File: config.mk
export PLATFORM = sky130hd
export DESIGN_NAME = gdfb_scan_buf_flat
export DESIGN_NICKNAME = d
export VERILOG_FILES = /design/src/rtl/gdfb_pkg.sv /design/src/rtl/gdfb_if.sv /design/src/rtl/gdfb_scan_buf.sv /design/src/flat_wrapper.sv
export SDC_FILE = /design/constraint.sdc
export NUM_CORES = 1
export LEC_CHECK = 0
export ABC_AREA = 0
export BUFFER_PORTS_ARGS = -buffer_cell sky130_fd_sc_hd__buf_2
export CAP_MARGIN = 20
export CORE_MARGIN = 2
export CORE_UTILIZATION = 51
export CTS_BUF_LIST = sky130_fd_sc_hd__clkbuf_16
export CTS_CLUSTER_SIZE = 12
export DETAILED_ROUTE_END_ITERATION = 8
export GPL_TIMING_DRIVEN = 0
export PLACE_DENSITY_LB_ADDON = 0.2
export SLEW_MARGIN = 20
export SYNTH_ARGS = -nofsm -noshare
export SYNTH_HDL_FRONTEND = slang
export SYNTH_SLANG_ARGS = --single-unit
File: constraint.sdc
create_clock -name clk -period 2.2 [get_ports clk]
set_input_delay 0.11 -clock clk [delete_from_list [all_inputs] [get_ports clk]]
set_output_delay 0.11 -clock clk [all_outputs]
set_load 0.01 [all_outputs]
File: src/rtl/gdfb_pkg.sv
// ---------------------------------------------------------------------------
// gdfb_pkg: shared definitions for the gate display frame buffer
// Panel geometry, store sizing, opcodes, the bit mask table and the structs
// passed between the sequencer, the pixel decoder and the scan buffer.
// ---------------------------------------------------------------------------
`default_nettype none

package gdfb_pkg;

  // Panel geometry. ROWS is fixed by the byte layout (two rows per bit pair).
  localparam int COLUMNS     = 192;
  localparam int ROWS        = 16;
  localparam int HALF_BYTES  = (COLUMNS / 8) * ROWS;
  localparam int STORE_BYTES = 2 * HALF_BYTES;
  localparam int BURST       = 8;
  localparam int GATES       = HALF_BYTES / BURST;

  localparam int ADDR_W = $clog2(STORE_BYTES);
  localparam int XR_W   = $clog2(COLUMNS);
  localparam int LA_W   = XR_W + 1;
  localparam int GATE_W = 6;
  localparam int BEAT_W = $clog2(BURST);

  typedef enum logic [1:0] {
    OP_DRAW    = 2'd0,
    OP_FILL    = 2'd1,
    OP_SWAP    = 2'd2,
    OP_REFRESH = 2'd3
  } opcode_t;

  // Bit within a byte, indexed by {xr[2:0], y[0]}.
  localparam logic [7:0] MASK_TABLE [16] = '{
    8'h10, 8'h01, 8'h20, 8'h02, 8'h40, 8'h04, 8'h80, 8'h08,
    8'h20, 8'h02, 8'h10, 8'h01, 8'h80, 8'h08, 8'h40, 8'h04
  };

  // Decoded pixel location within one half.
  typedef struct packed {
    logic            hit;
    logic [LA_W-1:0] addr;
    logic [7:0]      mask;
  } pix_loc_t;

  // One write to the frame store.
  typedef struct packed {
    logic              en;
    logic [ADDR_W-1:0] addr;
    logic [7:0]        data;
  } mem_wr_t;

  // One scan read issued to the store, with the tags that go with its byte.
  typedef struct packed {
    logic              valid;
    logic [GATE_W-1:0] gate;
    logic              last_in_burst;
  } scan_req_t;

  typedef struct packed {
    logic [7:0]        data_byte;
    logic [GATE_W-1:0] gate_number;
    logic              gate_serial_in;
    logic              blank_select;
    logic              last_in_burst;
    logic              last_in_frame;
  } beat_t;

endpackage

`default_nettype wire

File: src/rtl/gdfb_if.sv
// ---------------------------------------------------------------------------
// gdfb_if: command and burst channels
// Valid/ready channels; an item moves on a clock edge with both high.
// ---------------------------------------------------------------------------
`default_nettype none


interface gdfb_burst_if;
  logic       valid;
  logic       ready;
  logic [7:0] data_byte;
  logic [5:0] gate_number;
  logic       gate_serial_in;
  logic       blank_select;
  logic       last_in_burst;
  logic       last_in_frame;

  modport source (output valid, data_byte, gate_number, gate_serial_in, blank_select,
                  last_in_burst, last_in_frame, input ready);
  modport sink   (input valid, data_byte, gate_number, gate_serial_in, blank_select,
                  last_in_burst, last_in_frame, output ready);
endinterface

`default_nettype wire

File: src/rtl/gdfb_scan_buf.sv
// ---------------------------------------------------------------------------
// gdfb_scan_buf: scan-out byte buffer
// Pairs each returning store byte with its gate tags and holds up to two
// bytes so that the panel side can stall without losing data.
// ---------------------------------------------------------------------------
`default_nettype none

module gdfb_scan_buf
  import gdfb_pkg::*;
(
  input  wire logic       clk,
  input  wire logic       rst,
  input  wire scan_req_t  req,
  input  wire logic [7:0] rdata,
  output logic            room,
  gdfb_burst_if.source    burst
);

  logic      pend_valid;
  scan_req_t pend;
  logic      head_valid;
  beat_t     head;
  logic      skid_valid;
  beat_t     skid;
  beat_t     arr;
  logic      pop;
  logic [1:0] fill;

  always_comb begin
    arr.data_byte      = rdata;
    arr.gate_number    = pend.gate;
    arr.gate_serial_in = pend.gate < GATE_W'(2);
    arr.blank_select   = pend.gate[0];
    arr.last_in_burst  = pend.last_in_burst;
    arr.last_in_frame  = pend.last_in_burst && (pend.gate == GATE_W'(GATES - 1));
    pop  = head_valid && burst.ready;
    fill = 2'(head_valid) + 2'(skid_valid) + 2'(pend_valid);
    room = (fill < 2'd2) || pop;
  end

  always_ff @(posedge clk) begin
    if (rst) begin
      pend_valid <= 1'b0;
      head_valid <= 1'b0;
      skid_valid <= 1'b0;
    end else begin
      pend_valid <= req.valid;
      if (pop) begin
        head_valid <= skid_valid || pend_valid;
        skid_valid <= skid_valid && pend_valid;
      end else if (!head_valid) begin
        head_valid <= pend_valid;
      end else if (pend_valid) begin
        skid_valid <= 1'b1;
      end
    end
    pend <= req;
    if (pop) begin
      head <= skid_valid ? skid : arr;
      skid <= arr;
    end else if (!head_valid) begin
      head <= arr;
    end else if (pend_valid) begin
      skid <= arr;
    end
  end

  assign burst.valid          = head_valid;
  assign burst.data_byte      = head.data_byte;
  assign burst.gate_number    = head.gate_number;
  assign burst.gate_serial_in = head.gate_serial_in;
  assign burst.blank_select   = head.blank_select;
  assign burst.last_in_burst  = head.last_in_burst;
  assign burst.last_in_frame  = head.last_in_frame;

endmodule

`default_nettype wire

File: src/flat_wrapper.sv
// flat-port wrapper written by rule: the top's interface ports become plain ports
module gdfb_scan_buf_flat import gdfb_pkg::*;
  (clk, rst, req, rdata, room, burst_valid, burst_data_byte, burst_gate_number, burst_gate_serial_in, burst_blank_select, burst_last_in_burst, burst_last_in_frame, burst_ready);
  gdfb_burst_if burst_i ();
  input  wire logic clk;
  input  wire logic rst;
  input  wire scan_req_t req;
  input  wire logic [7:0] rdata;
  output logic room;
  output wire logic [$bits(burst_i.valid)-1:0] burst_valid;
  output wire logic [$bits(burst_i.data_byte)-1:0] burst_data_byte;
  output wire logic [$bits(burst_i.gate_number)-1:0] burst_gate_number;
  output wire logic [$bits(burst_i.gate_serial_in)-1:0] burst_gate_serial_in;
  output wire logic [$bits(burst_i.blank_select)-1:0] burst_blank_select;
  output wire logic [$bits(burst_i.last_in_burst)-1:0] burst_last_in_burst;
  output wire logic [$bits(burst_i.last_in_frame)-1:0] burst_last_in_frame;
  input wire logic [$bits(burst_i.ready)-1:0] burst_ready;
  assign burst_valid = burst_i.valid;
  assign burst_data_byte = burst_i.data_byte;
  assign burst_gate_number = burst_i.gate_number;
  assign burst_gate_serial_in = burst_i.gate_serial_in;
  assign burst_blank_select = burst_i.blank_select;
  assign burst_last_in_burst = burst_i.last_in_burst;
  assign burst_last_in_frame = burst_i.last_in_frame;
  assign burst_i.ready = burst_ready;
  gdfb_scan_buf u_core (.clk(clk), .rst(rst), .req(req), .rdata(rdata), .room(room), .burst(burst_i));
endmodule
Word-level counts from Yosys, hierarchy flattened
Cells that the tools add are included.
W data, S select, Z words.
{ "classes": {"n_addsub": 2, "n_lt_le_gt_ge": 2, "n_eq_ne": 2, "n_mux": 11, "reduce_logical": 8} }
{ "op_table": {"columns": ["operator", "n"], "rows": [
  ["$mux W18", 6],
  ["$eq A6 B6 Y1 const B", 1],
  ["$lt A6 B2 Y1 const B", 1],
  ["$mux W1", 5],
  ["$reduce_bool A2 Y1", 2],
  ["$logic_and A1 B1 Y1", 3],
  ["$add A1 B1 Y2", 1],
  ["$add A2 B1 Y2", 1],
  ["$logic_or A1 B1 Y1", 2],
  ["$lt A2 B2 Y1 const B", 1],
  ["$ne A2 B2 Y1 const B", 1],
  ["$reduce_and A2 Y1", 1]
]} }
{ "totals": {"reg_bits": 46, "inputBits": 19, "out_inout_bits": 20} }

Depth between registers and ports, before layout
Gate-level depths: netlist of the first run.
{ "depth": {"word_depth": 5, "ltp_mapped": 4, "depth_no_buf": 4} }

Worst setup path after synthesis of the first run
No wires, ideal clock.
{ "synth_timing": {"path_type": "register to register", "start": "register u_core.head_valid (netlist: u_core.burst.valid)", "end": "register u_core.skid[0] (netlist bit) (enable)", "arrival_time_ns": 1.317, "setup_slack_ns": 0.492, "stages_incl_launch_ff": 3, "n_path_buf": 0, "cell_sequence": "dfxtp_1 -> inv_1 -> nor2_1"} }
{ "synth_between": {"elab_chain_cells": 3, "word_cells_on_any_way": 4, "cone_classes": "reduce/logical: 4"} }
{ "synth_rtl": {"columns": ["element", "line", "source"], "rows": [
  ["start, declared", "gdfb_scan_buf.sv:21", "logic head_valid;"],
  ["start signal, assigned", "gdfb_scan_buf.sv:49", "head_valid <= skid_valid || pend_valid;"],
  ["start signal, assigned", "gdfb_scan_buf.sv:52", "head_valid <= pend_valid;"],
  ["$logic_and A1 B1 Y1", "gdfb_scan_buf.sv:36", "pop = head_valid && burst.ready;"],
  ["$reduce_bool A2 Y1 (no source line)", null, null],
  ["$reduce_and A2 Y1 (no source line) (*)", null, null],
  ["end signal, assigned", "gdfb_scan_buf.sv:60", "skid <= arr;"],
  ["end signal, assigned", "gdfb_scan_buf.sv:64", "skid <= arr;"],
  ["end, declared", "gdfb_scan_buf.sv:24", "beat_t skid;"]
]} }
Mark *: on every way between the ends. The rest lies on a longest branch, timed or not.
A chain may end at the register's enable or synchronous reset.

Worst setup path in the final report of the first run
{ "layout_timing": {"start": "register u_core.head_valid (netlist: u_core.burst.valid)", "end": "register u_core.skid[12] (netlist bit) (enable)"} }
The elaborated chain is that of the path after synthesis.

==> metrics.md, run 1 <==
| Metric | Value |
|---|---|
| Crit Reg-Reg Endpoint | u_core.skid[12]$_DFFE_PP_ |
| Main combinational cell family by area after synthesis | multiplexers |
| Nets | 159 |
| Fmax | 0.610 GHz |
| Share of post-route cells with drive strength above 1 | 48.2% |
| Critical-path cell list | inv_1 > nor2_2 |
| Crit-path leading delay family | simple AND/OR/NAND/NOR gates |
| Reg clk slew, reported paths | 0.06 ns |
| Cell count after synthesis | 86 |
| Reg2reg setup slack | 0.56 ns |
| Slew Viols, Final | 0 |
| Simple-Gate Fraction of Synth Area | 5.77% |
| Critical path depth | 2 |
| CTS sink count | 44 |
| Worst r2r src | u_core.burst.valid$_SDFF_PP0_ |
| Crit path kind | reg -> reg |
| CTS buffer count | 5 |
| Crit-path max FO | 17 |
| Final Critical Period | 1.64 ns |
| Synth-to-layout area growth | 28.2% |
| Ports | 39 |
| Setup TNS | 0 ns |
| VDD IR-drop max | 0.613 mV |
| Post-CTS resize count | 0 |
| GPL Wtd Cong | 0.718 |
| Port-buffer cells | 38 |
| Routed WL | 2430 um |
| CP arrival | 1.54 ns |
| Final Hold Vio Count | 0 |
| Static leakage | 0.814 nW |
| Hold Path Class | in -> reg |
| Max clock buf depth | 2 |
| Reg2Reg Depth | 2 |
| Slew HR | 42.2% |
| Synthesis-stage register bit count | 44 |
| Placed Instances | 157 |
| Status | complete, no violations |
| Ant diodes | 0 |
| Adder-cell share of the synthesized area | 1.58% |
| H-tree depth | 2 |
| Worst-Skew Late Latency | 0.28 ns |
| End point of the critical path | u_core.skid[12]$_DFFE_PP_ |
| Number of distinct library cells after synthesis | 20 |
| Critical Path Start Type | register |
| Hold_buf cts | 7 |
| Root Buffer | clkbuf_16 |
| Worst-margin pin slew | 0.867 ns |
| Initial DRC Count | 10 |
| Worst Setup SP | u_core.burst.valid$_SDFF_PP0_ |
| Compound-Gate Fraction of Synth Area | 1.58% |
| Post-CTS Setup Bufs | 0 |
| Grt ovf | 0 |
| Synthesized net count | 107 |
| Hpwl dp | 1690 um |
| Crit. End Element | register |
| DR pass1 iterations | 3 |
| Final setup fails | 0 |
| Vias | 877 |
| Final Total Pwr | 1.79 mW |
| Vias/cell | 5.10 |
| Post-Syn Area | 1580 um^2 |
| Synth warn | 0 |
| DRT antenna net count | 0 |
| Seq/Total Area, Yosys | 77.1% |
| Die area | 3570 um^2 |
| Starting Density | 52.7% |
| Pin count of the biggest net entering global routing | 18 |
| Vias in the first global route | 872 |
| Die width | 59.7 um |
| Fillcell total | 208 |
| Pwr dens | 880 nW/um^2 |
| Post-route insts no fill | 172 |
| Max-cap violations | 0 |
| Worst path slowest cell | nor2_2 |
| Worst Clk Skew | 0.00283 ns |
| Syn Area/Cell | 18.4 um^2 |
| Die height | 59.7 um |
| XOR/XNOR Fraction of Synth Area | 0% |
| Initial antenna violation count | 0 |
| Overall fraction of global-route tracks in use | 16.1% |
| Total core area | 3000 um^2 |
| Global-route wire length before repair | 3940 um |
| WL/cell | 14.1 um |
| Mux cell area share after synthesis | 12.1% |
| Row Count | 20 |
| Period utilization | 74.5% |
| Crit-path max cell delay | 0.69 ns |
| Buffers & Inverters on Critical Path | 1 |
| DRC violations left | 0 |
| Unrepaired setup endpoints after global routing | false |
| CP required | 2.10 ns |
| CTS tree | yes |
[how the worst min path moves through the flow]
stage	cells after the start	startpoint	to	slack, ns
floorplan	0	req[0]	u_core.arr[1]$_DFF_P_	0.14
global placement	1	req[0]	u_core.arr[1]$_DFF_P_	0.21
detailed placement	1	req[1]	u_core.arr[2]$_DFF_P_	0.21
CTS	1	rdata[2]	u_core.skid[12]$_DFFE_PP_	0.01
global route	1	rdata[7]	u_core.skid[17]$_DFFE_PP_	0.02
finish	2	rst	u_core.pend_valid$_SDFF_PP0_	0.02
[layout by cell type, fill, tap and decap left out, drive strengths merged]
| cell type | count |
|---|---|
| o21ai | 1 |
| nand4 | 1 |
| nand2 | 4 |
| inv | 4 |
| nor2b | 2 |
| a21o | 1 |
| clkinvlp | 1 |
| ha | 2 |
| clkinv | 1 |
| mux2 | 17 |
| buf | 40 |
| nor2 | 3 |
| nand3 | 1 |
| a211oi | 1 |
| edfxtp | 34 |
| a21oi | 1 |
| clkbuf | 5 |
| or4 | 1 |
| dlygate4sd3 | 7 |
| nor3 | 2 |
| dfxtp | 10 |
[stage by stage]
stage / worst slack (ns) / hold WS [ns] / area, um^2 / utilization, %
floorplan: 0.492 / 0.138 / 1580 / -
global placement: 0.169 / 0.212 / 1820 / 60.5
detailed placement: 0.512 / 0.214 / 1820 / 60.5
CTS: 0.510 / 0.0127 / 2030 / 67.6
global route: 0.420 / 0.0197 / 2030 / 67.6
finish: 0.562 / 0.0209 / 2030 / 67.6
[synth_stat cells]
cell / instances / area, um^2
inv_1: 3 / 11.3
nor2b_1: 2 / 12.5
dfxtp_1: 10 / 200
a21o_1: 1 / 7.51
or4_4: 1 / 11.3
nor2_4: 1 / 11.3
nor2_1: 2 / 7.51
nand2_1: 4 / 15.0
a211oi_1: 1 / 7.51
edfxtp_1: 34 / 1020
buf_6: 1 / 11.3
mux2_2: 16 / 180
mux2_1: 1 / 11.3
nor3_1: 2 / 10.0
nand4_1: 1 / 6.26
o21ai_0: 1 / 5.00
a21oi_1: 1 / 5.00
buf_4: 1 / 7.51
nand3_4: 1 / 17.5
ha_1: 2 / 25.0
[worst reg2reg max path, cell delays in order (launching register included)]
cell and delay [ns]:
dfxtp_1 0.45, inv_1 0.11, nor2_2 0.69
[power by group]
group	switching [mW]	internal (mW)	total, mW	leakage [nW]
Combinational	0.0609	0.0581	0.119	0.326
Sequential	0.0218	0.953	0.975	0.420
Clock	0.278	0.416	0.694	0.0678
[registers in the layout, summed over array words and instances (netlist names)]
signal,count
u_core.skid,17
u_core.burst.data_byte,8
u_core.arr,7
u_core.burst.gate_number,6
u_core.burst.gate_serial_in,1
u_core.burst.last_in_burst,1
u_core.burst.last_in_frame,1
u_core.burst.valid,1
u_core.pend_valid,1
u_core.skid_valid,1
[cell type report]
type / instances / area, um^2 / share of cell area [%]
plain buffers: 2 / 18.8 / 0.924
flip-flops and latches: 44 / 1220 / 60.1
multi-input cells: 37 / 335 / 16.5
clock inverters: 3 / 17.5 / 0.863
clock buffers: 5 / 125 / 6.16
well taps: 33 / 41.3 / 2.03
inverters: 3 / 11.3 / 0.555
repair buffers: 45 / 260 / 12.8
[cell families after synthesis]
family | count (synthesis)
buf+inv | 5
fa+ha+maj | 2
compound gates | 4
flops | 44
mux | 17
simple gates | 14
[routing by layer]
| layer | wire length (um) | up-vias | track usage [%] |
|---|---|---|---|
| met4 | 33 | 0 | 9.52 |
| met3 | 107 | 4 | 5.84 |
| met1 | 932 | 424 | 16.9 |
| li1 | - | 425 | - |
| met5 | 0 | - | 0 |
| met2 | 1350 | 24 | 27.5 |
Power figures use the tool's default switching activity.
==> inputs of run 2 (changes only) <==
--- a/config.mk
+++ b/config.mk
@@ -9,7 +9,7 @@
 export BUFFER_PORTS_ARGS = -buffer_cell sky130_fd_sc_hd__buf_2
 export CAP_MARGIN = 20
 export CORE_MARGIN = 2
-export CORE_UTILIZATION = 51
+export CORE_UTILIZATION = 46
 export CTS_BUF_LIST = sky130_fd_sc_hd__clkbuf_16
 export CTS_CLUSTER_SIZE = 12
 export DETAILED_ROUTE_END_ITERATION = 8
==> constraint.sdc (replaced) <==
create_clock -name clk -period 1.4 [get_ports clk]
set_input_delay 0.07 -clock clk [delete_from_list [all_inputs] [get_ports clk]]
set_output_delay 0.07 -clock clk [all_outputs]
set_load 0.01 [all_outputs]
==> run 2 against run 1 <==
  * Clock skew up 0.0026 ns
  * Non-clock buffer count up 12
  * Register-to-register slack worse by 0.45 ns
  * Critical path depth up 3
  * Combinational power up 96%
  * Clock power up 56%
  * Largest cell class unchanged
==> metrics.md, run 2 (synthesized netlist as in run 1, its figures left out) <==
| Metric | Value |
|---|---|
| Reg2reg setup slack | 0.11 ns (was 0.56 ns) |
| Global-route wire length before repair | 4570 um (was 3940 um) |
| Die width | 62.7 um (was 59.7 um) |
| Crit. End Element | primary output (was register) |
| CP required | 1.33 ns (was 2.10 ns) |
| Reg clk slew, reported paths | 0.05 ns (was 0.06 ns) |
| Comb pwr share | 8.2% (was 6.7%) |
| NetSw | 0.575 mW (was 0.361 mW) |
| Pwr dens | 1290 nW/um^2 (was 880 nW/um^2) |
| Worst-Skew Late Latency | 0.28 ns (about the same) |
| Placement Setup Slack | -0.0420 ns (was 0.512 ns) |
| Max FFs per register | 17 (unchanged) |
| Reg2Reg Depth | 3 (was 2) |
| Port-buffer cells | 38 (unchanged) |
| CTS sink count | 44 (unchanged) |
| Most frequent cells in the layout | buf_2, edfxtp_1, dlygate4sd3_1, mux2_2, dfxtp_1 (was buf_2, edfxtp_1, mux2_2, dfxtp_1, dlygate4sd3_1) |
| Vias in the first global route | 995 (was 872) |
| Worst-margin pin slew | 0.502 ns (was 0.867 ns) |
| Vias/cell | 4.67 (was 5.10) |
| DR pass1 iterations | 2 (was 3) |
| Final Hold Vio Count | 0 (unchanged) |
| Commonest non-fill, non-tap cell in the layout | buf_2 (unchanged) |
| Ports | 39 (unchanged) |
| Hold Path Class | in -> reg (unchanged) |
| Crit-path leading delay family | flip-flops (was simple AND/OR/NAND/NOR gates) |
| Final Critical Period | 1.34 ns |
| DRC violations left | 0 (unchanged) |
| Unrepaired setup endpoints after global routing | false (unchanged) |
| Crit-path max FO | 5 (was 17) |
| Root Buffer | clkbuf_16 (unchanged) |
| Share of post-route cells with drive strength above 1 | 49.7% (was 48.2%) |
| H-tree depth | 2 (unchanged) |
| Sw frac | 20.2% (about the same) |
| Worst Hold Path EP | u_core.burst.valid$_SDFF_PP0_ (was u_core.pend_valid$_SDFF_PP0_) |
| Starting Density | 47.8% (was 52.7%) |
| Crit path kind | reg -> out (was reg -> reg) |
| VDD IR-drop max | 0.839 mV (was 0.613 mV) |
| Worst r2r src | u_core.burst.valid$_SDFF_PP0_ (unchanged) |
| Area occupied by multi-input gates | 355 um^2 (was 335 um^2) |
| Max clock buf depth | 2 (unchanged) |
| Critical path depth | 5 (was 2) |
| Overall fraction of global-route tracks in use | 15.8% (was 16.1%) |
| Critical-path cell list | buf_4 > ha_2 > a21o_1 > nand2_1 > buf_2 (was inv_1 > nor2_2) |
| Grt ovf | 0 (unchanged) |
| Total core area | 3310 um^2 (was 3000 um^2) |
| Max-cap violations | 0 (unchanged) |
| CP arrival | 1.27 ns (was 1.54 ns) |
| Worst Clk Skew | 0.00542 ns (was 0.00283 ns) |
| Ant diodes | 0 (unchanged) |
| Row Count | 21 (was 20) |
| Hold Crit Start | burst_ready (was rst) |
| Fillcell total | 250 (was 208) |
| Slew HR | 66.4% (was 42.2%) |
| CTS tree | yes (unchanged) |
| Fmax | 0.746 GHz |
| Min setup slack post-route | 0.0589 ns (was 0.562 ns) |
| Crit-path max cell delay | 0.37 ns (was 0.69 ns) |
| Vias | 920 (was 877) |
| Post-route insts no fill | 197 (was 172) |
| Die height | 62.7 um (was 59.7 um) |
| Pin count of the biggest net entering global routing | 18 (unchanged) |
| Period utilization | 95.8% |
| Sequential share of power | 53.9% (was 54.5%) |
| Hold path cells | 3 (was 2) |
| Largest register by flop count | u_core.skid (unchanged) |
| Nets | 171 (was 159) |
| Int Pwr | 2.27 mW (was 1.43 mW) |
| Initial DRC Count | 27 (was 10) |
| GPL Wtd Cong | 0.675 (was 0.718) |
| CTS buffer count | 5 (unchanged) |
| Static leakage | 0.873 nW (was 0.814 nW) |
| Routed WL | 2700 um (was 2430 um) |
| Crit Reg-Reg Endpoint | u_core.burst.data_byte[2]$_DFFE_PP_ (was u_core.skid[12]$_DFFE_PP_) |
| Register area | 1230 um^2 (was 1220 um^2) |
| Buffers & Inverters on Critical Path | 2 (was 1) |
| Worst path slowest cell | dfxtp_4 (was nor2_2) |
| Status | complete, no violations (unchanged) |
| Hpwl dp | 1670 um (was 1690 um) |
| Synth-to-layout area growth | 39.2% (was 28.2%) |
| Slew Viols, Final | 0 (unchanged) |
| Die area | 3930 um^2 (was 3570 um^2) |
| DRT antenna net count | 0 (unchanged) |
| WL/cell | 13.7 um (was 14.1 um) |
| Initial antenna violation count | 0 (unchanged) |
| Final setup fails | 0 (unchanged) |
| Clock Power Share | 37.9% (was 38.8%) |
| Critical Path Start Type | register (unchanged) |
| Placed Instances | 170 (was 157) |
run 2: area by class of cell:
type,count,share of cell area [%]
buffer,2,0.851
sequential,44,55.7
clock inverter,3,0.681
tap,46,2.61
clock buffer,5,5.68
multi-input combinational,37,16.1
timing repair buffer,57,17.6
inverter,3,0.795
run 2: routing by layer:
metal / vias to the layer above / GRT usage [%] / part of all wire (%)
li1: 448 / - / -
met1: 440 / 17.1 / 42
met2: 28 / 28.2 / 52
met3: 4 / 5.05 / 4.2
met4: 0 / 6.67 / 1.2
met5: - / 0 / 0
run 2: per-stage QoR:
| stage | setup TNS, ns | utilization (%) | hold WS [ns] | power, mW | instance area, um^2 |
|---|---|---|---|---|---|
| 2_1_floorplan | 0 | - | 0.0977 | 1.64 | 1590 |
| 3_3_place_gp | -0.200 | 55.6 | 0.172 | 1.73 | 1840 |
| 3_5_place_dp | -0.832 | 55.6 | 0.174 | 1.74 | 1840 |
| 4_1_cts | 0 | 66.4 | 0.175 | 2.87 | 2200 |
| 5_1_grt | 0 | 66.6 | 0.212 | 2.96 | 2200 |
| 6_report | 0 | 66.6 | 0.198 | 2.84 | 2200 |
run 2: power groups by stage:
stage	Clock (mW)	Sequential [mW]	Combinational, mW
6_report	1.08	1.53	0.233
5_1_grt	1.16	1.54	0.257
4_1_cts	1.10	1.53	0.234
3_5_place_dp	0	1.56	0.178
3_3_place_gp	0	1.56	0.171
2_1_floorplan	0	1.58	0.0683
run 2: worst max path at each step:
stage | start | to | slack, ns
3_3_place_gp | u_core.burst.valid$_SDFF_PP0_ | u_core.burst.data_byte[0]$_DFFE_PP_ | -0.01
3_5_place_dp | u_core.burst.valid$_SDFF_PP0_ | u_core.burst.data_byte[3]$_DFFE_PP_ | -0.04
5_1_grt | u_core.burst.valid$_SDFF_PP0_ | room | 0.007
6_report | u_core.burst.valid$_SDFF_PP0_ | room | 0.06
4_1_cts | u_core.burst.valid$_SDFF_PP0_ | room | 0.04
2_1_floorplan | u_core.burst.valid$_SDFF_PP0_ | u_core.burst.data_byte[0]$_DFFE_PP_ | 0.11
run 2: what timing repair did:
action,4_1_cts,5_1_grt
setup buffers,2,0
endpoints found under the hold margin,18,0
pin swaps,0,1
gates resized for setup,6,3
hold buffers,17,0
setup endpoints to repair,35,11
run 2: worst register-to-register path: cells and delay by family, from the launching register on:
kind,cells,cell delay (ns)
muxes,1,0.35
buffers and inverters,1,0.18
DFF,1,0.37
and+or+nand+nor,1,0.15
==> inputs of run 3 (changes only) <==
--- a/config.mk
+++ b/config.mk
@@ -9,7 +9,7 @@
 export BUFFER_PORTS_ARGS = -buffer_cell sky130_fd_sc_hd__buf_2
 export CAP_MARGIN = 20
 export CORE_MARGIN = 2
-export CORE_UTILIZATION = 46
+export CORE_UTILIZATION = 55
 export CTS_BUF_LIST = sky130_fd_sc_hd__clkbuf_16
 export CTS_CLUSTER_SIZE = 12
 export DETAILED_ROUTE_END_ITERATION = 8
==> constraint.sdc (replaced) <==
create_clock -name clk -period 1.7 [get_ports clk]
set_input_delay 0.085 -clock clk [delete_from_list [all_inputs] [get_ports clk]]
set_output_delay 0.085 -clock clk [all_outputs]
set_load 0.01 [all_outputs]
==> run 3 against run 2 <==
  * Die area down 15%
  * Sequential power down 18%
  * Non-clock buffer count down 8
  * First-iteration DRC count down 48%
  * Sequential cell count unchanged
  * Core utilization up 8.6 points
  * Largest cell class unchanged
  * Critical path depth unchanged
  * Clock skew down 0.00058 ns
  * Cell count down 12%
  * Worst setup slack better by 0.12 ns
  * Register-to-register slack better by 0.20 ns
  * Combinational power down 29%
==> metrics.md, run 3 (synthesized netlist as in run 1, its figures left out) <==
| Metric | Value |
|---|---|
| Max-cap violations | 0 (unchanged) |
| Largest register by flop count | u_core.skid (unchanged) |
| Routed WL | 2550 um (was 2700 um) |
| Crit. End Element | primary output (unchanged) |
| DR pass1 iterations | 4 (was 2) |
| Most Crowded Layer GR | met2 (unchanged) |
| Pwr dens | 1110 nW/um^2 (was 1290 nW/um^2) |
| Share of post-route cells with drive strength above 1 | 47.6% (was 49.7%) |
| Slew Viols, Final | 0 (unchanged) |
| Critical Path Start Type | register (unchanged) |
| CP required | 1.62 ns (was 1.33 ns) |
| Clock Power Share | 38.2% (was 37.9%) |
| Fmax | 0.659 GHz |
| CTS buffer count | 5 (unchanged) |
| Crit-path max cell delay | 0.39 ns (was 0.37 ns) |
| Final Hold Vio Count | 0 (unchanged) |
| Initial DRC Count | 14 (was 27) |
| Worst Clk Skew | 0.00484 ns (was 0.00542 ns) |
| GPL Wtd Cong | 0.694 (was 0.675) |
| Comb pwr share | 7.2% (was 8.2%) |
| GR Util met1 | 18.7% (was 17.1%) |
| DRT antenna net count | 0 (unchanged) |
| Most frequent cells in the layout | buf_2, edfxtp_1, mux2_2, dlygate4sd3_1, dfxtp_1 (was buf_2, edfxtp_1, dlygate4sd3_1, mux2_2, dfxtp_1) |
| Worst r2r src | u_core.burst.valid$_SDFF_PP0_ (unchanged) |
| Reg2Reg Depth | 2 (was 3) |
| Crit Reg-Reg Endpoint | u_core.burst.gate_number[1]$_DFFE_PP_ (was u_core.burst.data_byte[2]$_DFFE_PP_) |
| Int Pwr | 1.85 mW (was 2.27 mW) |
| Final setup fails | 0 (unchanged) |
| Sequential share of power | 54.6% (was 53.9%) |
| Commonest non-fill, non-tap cell in the layout | buf_2 (unchanged) |
| Hold Path Class | in -> reg (unchanged) |
| VDD IR-drop max | 0.930 mV (was 0.839 mV) |
| Max clock buf depth | 2 (unchanged) |
| Reg clk slew, reported paths | 0.06 ns (was 0.05 ns) |
| Nets | 163 (was 171) |
| Crit-path max FO | 6 (was 5) |
| Worst-margin pin slew | 0.705 ns (was 0.502 ns) |
| Ant diodes | 0 (unchanged) |
| Vias in the first global route | 902 (was 995) |
| DRC violations left | 0 (unchanged) |
| Status | complete, no violations (unchanged) |
| Synth-to-layout area growth | 30.9% (was 39.2%) |
| Worst Hold Path EP | u_core.skid_valid$_SDFFE_PP0P_ (was u_core.burst.valid$_SDFF_PP0_) |
| WL/cell | 14.6 um (was 13.7 um) |
| H-tree depth | 2 (unchanged) |
| Setup TNS | 0 ns (unchanged) |
| Unrepaired setup endpoints after global routing | false (unchanged) |
| Critical-path cell list | inv_1 > ha_1 > a21o_1 > nand2_1 > buf_2 (was buf_4 > ha_2 > a21o_1 > nand2_1 > buf_2) |
| NetSw | 0.461 mW (was 0.575 mW) |
| Utilization after layout | 75.2% (was 66.6%) |
| Global-route wire length before repair | 4000 um (was 4570 um) |
| Grt ovf | 0 (unchanged) |
| Reg2reg setup slack | 0.31 ns (was 0.11 ns) |
| GR Layer Usage met2 | 28.7% (was 28.2%) |
| Placed Instances | 155 (was 170) |
| Slew HR | 52.9% (was 66.4%) |
| Vias/cell | 5.06 (was 4.67) |
| Static leakage | 0.835 nW (was 0.873 nW) |
| Root Buffer | clkbuf_16 (unchanged) |
| Final Total Pwr | 2.31 mW (was 2.84 mW) |
| CTS sink count | 44 (unchanged) |
| Max FFs per register | 17 (unchanged) |
| Die width | 57.7 um (was 62.7 um) |
| Hold Crit Start | rst (was burst_ready) |
| Starting Density | 57.4% (was 47.8%) |
| Period utilization | 89.3% |
| M3 GR Usage | 5.36% (was 5.05%) |
| Ports | 39 (unchanged) |
| Vias | 880 (was 920) |
| Worst-Skew Late Latency | 0.27 ns (was 0.28 ns) |
| Sw frac | 20.0% (was 20.2%) |
| Row Count | 19 (was 21) |
| Worst path slowest cell | dfxtp_2 (was dfxtp_4) |
| Initial antenna violation count | 0 (unchanged) |
| Die area | 3330 um^2 (was 3930 um^2) |
| Post-route insts no fill | 174 (was 197) |
| Port-buffer cells | 38 (unchanged) |
| CP arrival | 1.43 ns (was 1.27 ns) |
| Crit-path leading delay family | flip-flops (unchanged) |
| Buffers & Inverters on Critical Path | 2 (unchanged) |
| Die height | 57.7 um (was 62.7 um) |
| Total core area | 2760 um^2 (was 3310 um^2) |
| Crit path kind | reg -> out (unchanged) |
| Pin count of the biggest net entering global routing | 18 (unchanged) |
| CTS tree | yes (unchanged) |
| Final Critical Period | 1.52 ns |
| Hold path cells | 2 (was 3) |
| Hpwl dp | 1650 um (was 1670 um) |
| Overall fraction of global-route tracks in use | 16.5% (was 15.8%) |
==> run 3: changes by cell type in the layout (fill, tap and decap cells not counted), sizes merged <==
cell	change
buf	-2
clkinvlp	-1
dlygate4sd3	-6
inv	+1
==> run 3: repair_timing <==
| action | 4_1_cts | 5_1_grt |
|---|---|---|
| endpoints found under the hold margin | 11 | 0 |
| setup buffers | 0 | 0 |
| gates resized for setup | 0 | 2 |
| hold buffers | 11 | 0 |
| endpoints found under the setup margin | 0 | 17 |
==> run 3: worst max path at each step <==
stage	from	endpoint	slack, ns	cells past startpoint
after floorplan	u_core.burst.valid$_SDFF_PP0_	u_core.skid[0]$_DFFE_PP_	0.25	2
after global placement	u_core.burst.valid$_SDFF_PP0_	u_core.skid[17]$_DFFE_PP_	0.06	2
after detailed placement	u_core.burst.valid$_SDFF_PP0_	u_core.skid[16]$_DFFE_PP_	0.03	2
after CTS	u_core.burst.valid$_SDFF_PP0_	u_core.skid[11]$_DFFE_PP_	0.02	2
after global routing	u_core.burst.valid$_SDFF_PP0_	room	0.1	5
final	u_core.burst.valid$_SDFF_PP0_	room	0.18	5
==> run 3: stage by stage <==
step	hold slack [ns]	cell area (um^2)	setup slack (ns)
global placement	0.187	1820	0.0587
finish	0.00612	2070	0.181
CTS	0.000126	2070	0.0181
detailed placement	0.189	1820	0.0304
floorplan	0.113	1590	0.254
global route	0.000242	2070	0.0993
==> run 3: metal layers <==
metal  share of wire [%]  wire (um)
met1                  44       1120
met2                  51       1300
met5                   0          0
met3                 4.4        111
met4                0.55         14
==> run 3: power groups by stage <==
stage	sequential (mW)	combinational, mW	clock (mW)
after global routing	1.27	0.180	0.944
after CTS	1.26	0.164	0.904
after global placement	1.28	0.138	0
after detailed placement	1.28	0.144	0
final	1.26	0.166	0.884
after floorplan	1.30	0.0541	0
==> run 3: worst register-to-register path, delay by kind of cell (launching register included) <==
kind,cells,cell delay (ns)
buffers and inverters,1,0.52
AND/OR/NAND/NOR,1,0.15
flip-flops,1,0.36
==> run 3: cell type report <==
class	instances	area, um^2
tap	31	38.8
buffer	2	18.8
clock inverter	3	16.3
sequential	44	1220
fill	162	684
clock buffer	5	125
timing repair buffer	49	300
multi-input combinational	37	340
inverter	3	11.3
